--- config.mk ---
export PLATFORM = sky130hd
export DESIGN_NAME = nd_strided_address_walker_unit
export DESIGN_NICKNAME = d
export VERILOG_FILES = /design/src/rtl/ndsaw_pkg.sv /design/src/rtl/ndsaw_cfg.sv /design/src/rtl/nd_strided_address_walker_unit.sv
export SDC_FILE = /design/constraint.sdc
export NUM_CORES = 2
export LEC_CHECK = 0
export ABC_AREA = 1
export BUFFER_PORTS_ARGS = -buffer_cell sky130_fd_sc_hd__clkbuf_2
export CAP_MARGIN = 30
export CORE_MARGIN = 1
export CORE_UTILIZATION = 57
export CTS_CLUSTER_SIZE = 12
export DETAILED_ROUTE_END_ITERATION = 8
export GPL_ROUTABILITY_DRIVEN = 0
export PLACE_DENSITY = 0.71
export SLEW_MARGIN = 20
export SYNTH_ARGS = -nofsm -noshare
export SYNTH_HDL_FRONTEND = slang
export SYNTH_SLANG_ARGS = --single-unit
--- constraint.sdc ---
create_clock -name clk_i -period 10.4 [get_ports clk_i]
set_input_delay 2.08 -clock clk_i [delete_from_list [all_inputs] [get_ports clk_i]]
set_output_delay 2.08 -clock clk_i [all_outputs]
set_load 0.005 [all_outputs]
--- src/rtl/ndsaw_pkg.sv ---
// ----------------------------------------------------------------------------
// ndsaw_pkg
// Shared widths, register codes and helpers for the strided address walker.
// ----------------------------------------------------------------------------
package ndsaw_pkg;

  localparam int unsigned NumDims   = 4;
  localparam int unsigned SizeW     = 13;
  localparam int unsigned StepW     = 24;
  localparam int unsigned CntW      = 12;
  localparam int unsigned OfsW      = 38;
  localparam int unsigned IdxW      = 48;
  localparam int unsigned ProdW     = StepW + SizeW;
  localparam int unsigned AddrW     = 5;
  localparam int unsigned DataW     = 32;
  localparam logic [SizeW-1:0] MaxSize = SizeW'(4096);

  typedef enum logic [2:0] {
    RegSizeDim0 = 3'd0,
    RegSizeDim1 = 3'd1,
    RegSizeDim2 = 3'd2,
    RegSizeDim3 = 3'd3,
    RegStepDim0 = 3'd4,
    RegStepDim1 = 3'd5,
    RegStepDim2 = 3'd6,
    RegStepDim3 = 3'd7
  } cfg_reg_e;

  typedef struct packed {
    logic [NumDims-1:0][SizeW-1:0] size;
    logic [NumDims-1:0][StepW-1:0] step;
    logic [NumDims-1:0][OfsW-1:0]  wrap;
  } walk_cfg_t;

  function automatic logic [SizeW-1:0] eff_size(input logic [SizeW-1:0] raw);
    logic [SizeW-1:0] res;
    res = raw;
    if (raw == '0) begin
      res = SizeW'(1);
    end else if (raw > MaxSize) begin
      res = MaxSize;
    end
    return res;
  endfunction

endpackage

--- src/rtl/ndsaw_cfg.sv ---
// ----------------------------------------------------------------------------
// ndsaw_cfg
// Register file for sizes and steps; keeps the per-dimension wrap delta
// (step minus step times size) ready for the walker.
// ----------------------------------------------------------------------------
module ndsaw_cfg (
  input  logic                        clk_i,
  input  logic                        rst_ni,
  input  logic                        psel,
  input  logic                        penable,
  input  logic                        pwrite,
  input  logic [ndsaw_pkg::AddrW-1:0] paddr,
  input  logic [ndsaw_pkg::DataW-1:0] pwdata,
  output logic [ndsaw_pkg::DataW-1:0] prdata,
  output ndsaw_pkg::walk_cfg_t        cfg_o
);
  import ndsaw_pkg::*;

  logic [NumDims-1:0][SizeW-1:0] size_q, size_d;
  logic [NumDims-1:0][StepW-1:0] step_q, step_d;
  logic [NumDims-1:0][OfsW-1:0]  wrap_q, wrap_d;
  logic [NumDims-1:0][ProdW-1:0] prod;
  logic                          wr_en;
  cfg_reg_e                      reg_sel;

  assign wr_en   = psel & penable & pwrite;
  assign reg_sel = cfg_reg_e'(paddr[AddrW-1:2]);

  always_comb begin
    size_d = size_q;
    step_d = step_q;
    if (wr_en) begin
      unique case (reg_sel)
        RegSizeDim0: size_d[0] = pwdata[SizeW-1:0];
        RegSizeDim1: size_d[1] = pwdata[SizeW-1:0];
        RegSizeDim2: size_d[2] = pwdata[SizeW-1:0];
        RegSizeDim3: size_d[3] = pwdata[SizeW-1:0];
        RegStepDim0: step_d[0] = pwdata[StepW-1:0];
        RegStepDim1: step_d[1] = pwdata[StepW-1:0];
        RegStepDim2: step_d[2] = pwdata[StepW-1:0];
        RegStepDim3: step_d[3] = pwdata[StepW-1:0];
        default: ;
      endcase
    end
  end

  always_comb begin
    for (int d = 0; d < NumDims; d++) begin
      prod[d]   = ProdW'(step_d[d]) * ProdW'(eff_size(size_d[d]));
      wrap_d[d] = OfsW'(step_d[d]) - OfsW'(prod[d]);
    end
  end

  always_ff @(posedge clk_i or negedge rst_ni) begin
    if (!rst_ni) begin
      for (int d = 0; d < NumDims; d++) begin
        size_q[d] <= SizeW'(1);
        step_q[d] <= StepW'(1);
        wrap_q[d] <= '0;
      end
    end else begin
      size_q <= size_d;
      step_q <= step_d;
      wrap_q <= wrap_d;
    end
  end

  always_comb begin
    prdata = '0;
    unique case (reg_sel)
      RegSizeDim0: prdata = DataW'(size_q[0]);
      RegSizeDim1: prdata = DataW'(size_q[1]);
      RegSizeDim2: prdata = DataW'(size_q[2]);
      RegSizeDim3: prdata = DataW'(size_q[3]);
      RegStepDim0: prdata = DataW'(step_q[0]);
      RegStepDim1: prdata = DataW'(step_q[1]);
      RegStepDim2: prdata = DataW'(step_q[2]);
      RegStepDim3: prdata = DataW'(step_q[3]);
      default: prdata = '0;
    endcase
  end

  always_comb begin
    for (int d = 0; d < NumDims; d++) begin
      cfg_o.size[d] = eff_size(size_q[d]);
    end
    cfg_o.step = step_q;
    cfg_o.wrap = wrap_q;
  end

endmodule

--- src/rtl/nd_strided_address_walker_unit.sv ---
// ----------------------------------------------------------------------------
// nd_strided_address_walker_unit
// Walks an up to four-dimensional strided source array in dense order and
// issues one source offset and destination index per request.
// ----------------------------------------------------------------------------
// Usage:
//   Program sizes and steps over the APB port while no request is pending.
//   Each request on the input channel (in_valid_i / in_stall_o) carries a
//   restart bit and yields exactly one result on the output channel
//   (out_valid_o / out_stall_i): src_offset_o, dst_index_o and last_o.
//   The result is registered and valid in the cycle after acceptance. Throughput is one
//   request per cycle while the receiver does not stall, set by the single odometer
//   update between the walk state registers and the result register.
//   After last_o the walk returns to element zero by itself.
//   Reset clears the walk, sets all sizes and steps to one and empties the
//   result register. While the receiver stalls a held result, in_stall_o is
//   high; a result taken in the same cycle frees room for the next request.
//   A config write reaches the walk on the next cycle.
// ----------------------------------------------------------------------------
module nd_strided_address_walker_unit (
  input  logic                        clk_i,
  input  logic                        rst_ni,
  input  logic                        psel,
  input  logic                        penable,
  input  logic                        pwrite,
  input  logic [ndsaw_pkg::AddrW-1:0] paddr,
  input  logic [ndsaw_pkg::DataW-1:0] pwdata,
  output logic [ndsaw_pkg::DataW-1:0] prdata,
  output logic                        pready,
  input  logic                        in_valid_i,
  output logic                        in_stall_o,
  input  logic                        restart_i,
  output logic                        out_valid_o,
  input  logic                        out_stall_i,
  output logic [ndsaw_pkg::OfsW-1:0]  src_offset_o,
  output logic [ndsaw_pkg::IdxW-1:0]  dst_index_o,
  output logic                        last_o
);
  import ndsaw_pkg::*;

  walk_cfg_t                     cfg;
  logic [NumDims-1:0][CntW-1:0]  cnt_q, cnt_d, cnt_cur;
  logic [OfsW-1:0]               ofs_q, ofs_d, ofs_cur, ofs_add;
  logic [IdxW-1:0]               idx_q, idx_d, idx_cur;
  logic [NumDims-1:0]            at_end;
  logic [NumDims:0]              carry;
  logic                          is_last;
  logic                          in_accept;
  logic                          out_valid_q;
  logic [OfsW-1:0]               res_ofs_q;
  logic [IdxW-1:0]               res_idx_q;
  logic                          res_last_q;

  ndsaw_cfg u_cfg (
    .clk_i  (clk_i),
    .rst_ni (rst_ni),
    .psel   (psel),
    .penable(penable),
    .pwrite (pwrite),
    .paddr  (paddr),
    .pwdata (pwdata),
    .prdata (prdata),
    .cfg_o  (cfg)
  );

  assign pready     = 1'b1;
  assign in_stall_o = out_valid_q & out_stall_i;
  assign in_accept  = in_valid_i & ~in_stall_o;

  always_comb begin
    cnt_cur = restart_i ? '0 : cnt_q;
    ofs_cur = restart_i ? '0 : ofs_q;
    idx_cur = restart_i ? '0 : idx_q;
    for (int d = 0; d < NumDims; d++) begin
      at_end[d] = ({1'b0, cnt_cur[d]} + SizeW'(1)) >= cfg.size[d];
    end
    carry[0] = 1'b1;
    for (int d = 0; d < NumDims; d++) begin
      carry[d+1] = carry[d] & at_end[d];
    end
    is_last = carry[NumDims];
    ofs_add = '0;
    for (int d = 0; d < NumDims; d++) begin
      if (carry[d]) begin
        ofs_add = ofs_add + (at_end[d] ? cfg.wrap[d] : OfsW'(cfg.step[d]));
      end
    end
    for (int d = 0; d < NumDims; d++) begin
      cnt_d[d] = cnt_cur[d];
      if (carry[d]) begin
        cnt_d[d] = at_end[d] ? '0 : cnt_cur[d] + CntW'(1);
      end
    end
    ofs_d = ofs_cur + ofs_add;
    idx_d = idx_cur + IdxW'(1);
    if (is_last) begin
      cnt_d = '0;
      ofs_d = '0;
      idx_d = '0;
    end
  end

  always_ff @(posedge clk_i or negedge rst_ni) begin
    if (!rst_ni) begin
      cnt_q       <= '0;
      ofs_q       <= '0;
      idx_q       <= '0;
      out_valid_q <= 1'b0;
    end else begin
      if (in_accept) begin
        cnt_q <= cnt_d;
        ofs_q <= ofs_d;
        idx_q <= idx_d;
      end
      if (in_accept) begin
        out_valid_q <= 1'b1;
      end else if (!out_stall_i) begin
        out_valid_q <= 1'b0;
      end
    end
  end

  always_ff @(posedge clk_i) begin
    if (in_accept) begin
      res_ofs_q  <= ofs_cur;
      res_idx_q  <= idx_cur;
      res_last_q <= is_last;
    end
  end

  assign out_valid_o  = out_valid_q;
  assign src_offset_o = res_ofs_q;
  assign dst_index_o  = res_idx_q;
  assign last_o       = res_last_q;

`ifndef SYNTHESIS
  a_wrap_after_last : assert property (@(posedge clk_i) disable iff (!rst_ni)
    (in_accept && is_last) |=> (ofs_q == '0 && idx_q == '0 && cnt_q == '0))
    else $error("walk not cleared after last element");

  a_index_advance : assert property (@(posedge clk_i) disable iff (!rst_ni)
    (in_accept && !is_last) |=> (idx_q == $past(idx_cur) + IdxW'(1)))
    else $error("destination index did not advance by one");

  a_result_follows : assert property (@(posedge clk_i) disable iff (!rst_ni)
    in_accept |=> (out_valid_o && dst_index_o == $past(idx_cur)))
    else $error("accepted request has no matching result");
`endif

endmodule

==> summary.txt <==
CTS
  • Htree depth: 2
  • CTS Buffer Depth: 3
  • Worst skew pair latency: approximately 720 ps
  • Clock transition at the registers of the reported paths: about 60 ps
  • CTS root buffer: clkbuf_16
  • # clock sinks: 522
  • Hold_buf cts: 0
  • CTS tree: done
  • CTS Buf Count: 61

STA
  • Relative slew slack: 0.298
  • Skew final: 33.9 ps
  • Slew of the pin with the lowest slew margin: approximately 1000 ps
  • Final period utilization: 1.07
  • WHS: 474 ps
  • Final worst setup slack: -715 ps
  • Final hold vios: 0
  • Pins Over Slew Limit: 0
  • Fin crit period: 11110 ps
  • Fmax achieved: 90.0 MHz
  • RSZ-0062 raised after global routing: true
  • Final setup viols: 17

Setup path
  • Critical setup path kind: in2reg
  • Reg2Reg Depth: 68
  • CP arrival: 11720 ps
  • R2r startpoint: cnt_q[1]
  • Crit-path max FO: 6
  • Worst path most repeated cell: nand2_1
  • Slowest cell on the critical path: ha_4
  • Worst Path Required: ~11000 ps
  • FF-to-FF setup slack: 300 ps
  • Slowest stage delay, CP: 350 ps
  • CP Launch Type: primary input
  • Worst R2R End: ofs_q[36]
  • CP Capture Type: flip-flop

Floorplanning
  • CORE AREA: between 0.1 and 0.15 mm^2
  • Total die area: about 0.13 mm^2
  • Die height: 367 um
  • Initial core utilization: 0.576
  • Die width: 367 um
  • Io pins: around 170
  • Row count: 133

Synthesis
  • Synth Instances: 9759
  • Post-synth top area share: 0.279
  • Post-Syn Area per Cell: 7.77 um^2
  • Synth top area cells: fa_1, dfrtp_1, ha_1
  • Synth Register Bits: 522
  • Count of different cell masters after synthesis: 65
  • Yosys top cell by area: fa_1
  • Sequential share of the synthesized area: 0.178
  • Post-synth EDFFs: between 80 and 90
  • Async set or reset register ratio after synthesis: 0.833
  • Yosys warning total: 0
  • Post-Syn Area: 0.0759 mm^2
  • Main synth FF type: dfrtp_1

Worst hold path
  • Hold Crit Start: ofs_q[37]
  • Hold path endpoint: ofs_q[37]
  • Worst Hold Class: reg2reg
  • Hold Crit Depth: 2

Final layout
  • Layout Nets: around 13000
  • Final Non-Filler Cells: 12603
  • Area growth, synth to finish: 20.6%
  • Layout cells sized above 1: 0.178

Routing
  • Routed len/inst: slightly above 20 um
  • Residual DRC: 14
  • Routed Antenna Nets: 0
  • WL final: 261000 um
  • 1st-iter DRT viols: 8307
  • Vias: 72415
  • Vias per inst: 5.75
  • First drt pass iteration count: 9

Global route
  • GR Overflow Total: 0
  • First-pass GRT wire length: approximately 400000 um
  • Total GRT Usage: 0.383
  • Pin count of the biggest net entering global routing: 144
  • Vias in the first global route: between 70000 and 80000
  • Initial antenna violation count: 23

Flow run
  • Max-Cap Viols: 0

Placed design
  • HPWL after DPL: about 210000 um
  • PortBufs: 147
  • Post-placement cell count: ~12000

Run status
  • Violated checks: design-rule violations, negative setup slack
  • Status: complete, but fails checks
cell usage after synthesis (18+ instances only):
master / number
a21o_1: 26
a21oi_1: 388
a221oi_1: 18
a31oi_1: 62
buf_1: 19
clkbuf_1: 262
dfrtp_1: 427
edfxtp_1: 87
fa_1: 1058
ha_1: 623
inv_1: 1947
nand2_1: 1774
nand3_1: 220
nand4_1: 62
nor2_1: 1438
nor3_1: 61
nor4_1: 33
o211ai_1: 22
o21a_1: 19
o21ai_0: 490
o21ai_1: 64
o21bai_1: 23
o221ai_1: 18
o22ai_1: 86
xnor2_1: 115
xor2_1: 211
sequential cells by signal, summed over array words and instances, names as in the netlist:
register,count
u_cfg.cfg_o,248
u_cfg.size_q,52
cnt_q,48
dst_index_o,48
idx_q,48
ofs_q,38
src_offset_o,38
last_o,1
out_valid_o,1
kinds of logic after synthesis:
family                   after synthesis  share of synthesized area
flip-flops                           522                      0.178
AO/OA/AOI/OAI                       1291                     0.0957
AND/OR/NAND/NOR                     3660                      0.193
XOR/XNOR                             326                     0.0376
buffers and inverters               2277                      0.114
other                                  2                  0.0000990
adder cells (fa/ha/maj)             1681                      0.382
worst max-delay path by stage:
stage	from	to	slack [ps]	depth (start not counted)
floorplan	restart_i	ofs_q[37]	-1090	81
global route	restart_i	ofs_q[36]	-1130	67
global placement	restart_i	ofs_q[37]	-1440	67
CTS	restart_i	ofs_q[37]	-120	72
detailed placement	restart_i	ofs_q[37]	-1850	65
finish	restart_i	ofs_q[36]	-710	71
layer usage:
metal	wire, um	GRT usage
met5	168	0
met1	97500	0.494
met2	112000	0.578
met4	16900	0.203
met3	34300	0.119
critical path: cells and delay by family:
kind | cells | cell delay [ps]
AOI/OAI and AO/OA | 14 | 2050
buffers and inverters | 18 | 2220
and+or+nand+nor | 29 | 3000
xor gates and xnor gates | 4 | 710
adders and majority gates | 6 | 1600
metrics by stage:
stage	util	worst slack (ps)	setup TNS [ps]	cell area, um^2
2_1_floorplan	-	-1090	-7270	76300
3_3_place_gp	0.648	-1440	-19680	85400
3_5_place_dp	0.649	-1850	-27850	85500
4_1_cts	0.678	-115	-239	89400
5_1_grt	0.694	-1130	-12900	91500
6_report	0.694	-715	-7140	91500
final cells by class:
| cell class | instances | area [um^2] |
|---|---|---|
| multi-input combinational | 6967 | 56600 |
| fill | 10393 | 40300 |
| sequential | 522 | 13500 |
| timing repair buffer | 1259 | 9500 |
| inverter | 1968 | 7410 |
| tap | 1755 | 2200 |
| clock buffer | 80 | 1670 |
| clock inverter | 34 | 562 |
| antenna | 15 | 37.5 |
| timing repair inverter | 3 | 32.5 |
layout by cell type (no fill, tap or decap), drive strengths merged, types with 18 or more instances in the layout:
cell type / count
inv: 1961
nand2: 1793
nor2: 1443
buf: 1114
fa: 1058
ha: 623
o21ai: 566
dfrtp: 427
a21oi: 391
clkbuf: 225
nand3: 224
xor2: 211
xnor2: 115
edfxtp: 87
o22ai: 86
nor3: 66
nand4: 63
a31oi: 62
nor4: 37
clkinv: 29
a21o: 26
o21bai: 23
o211ai: 22
o21a: 19
a221oi: 18
o221ai: 18
timing repair:
| action | in CTS | in global routing |
|---|---|---|
| cloned | 5 | 0 |
| gates resized for setup | 264 | 356 |
| endpoints found under the setup margin | 21 | 25 |
| pin swaps | 135 | 219 |
| buffers inserted | 48 | 72 |
Power is left out: the tool's default activity adds up to more than one toggle a clock period on the data nets, which glitch-free logic cannot reach.
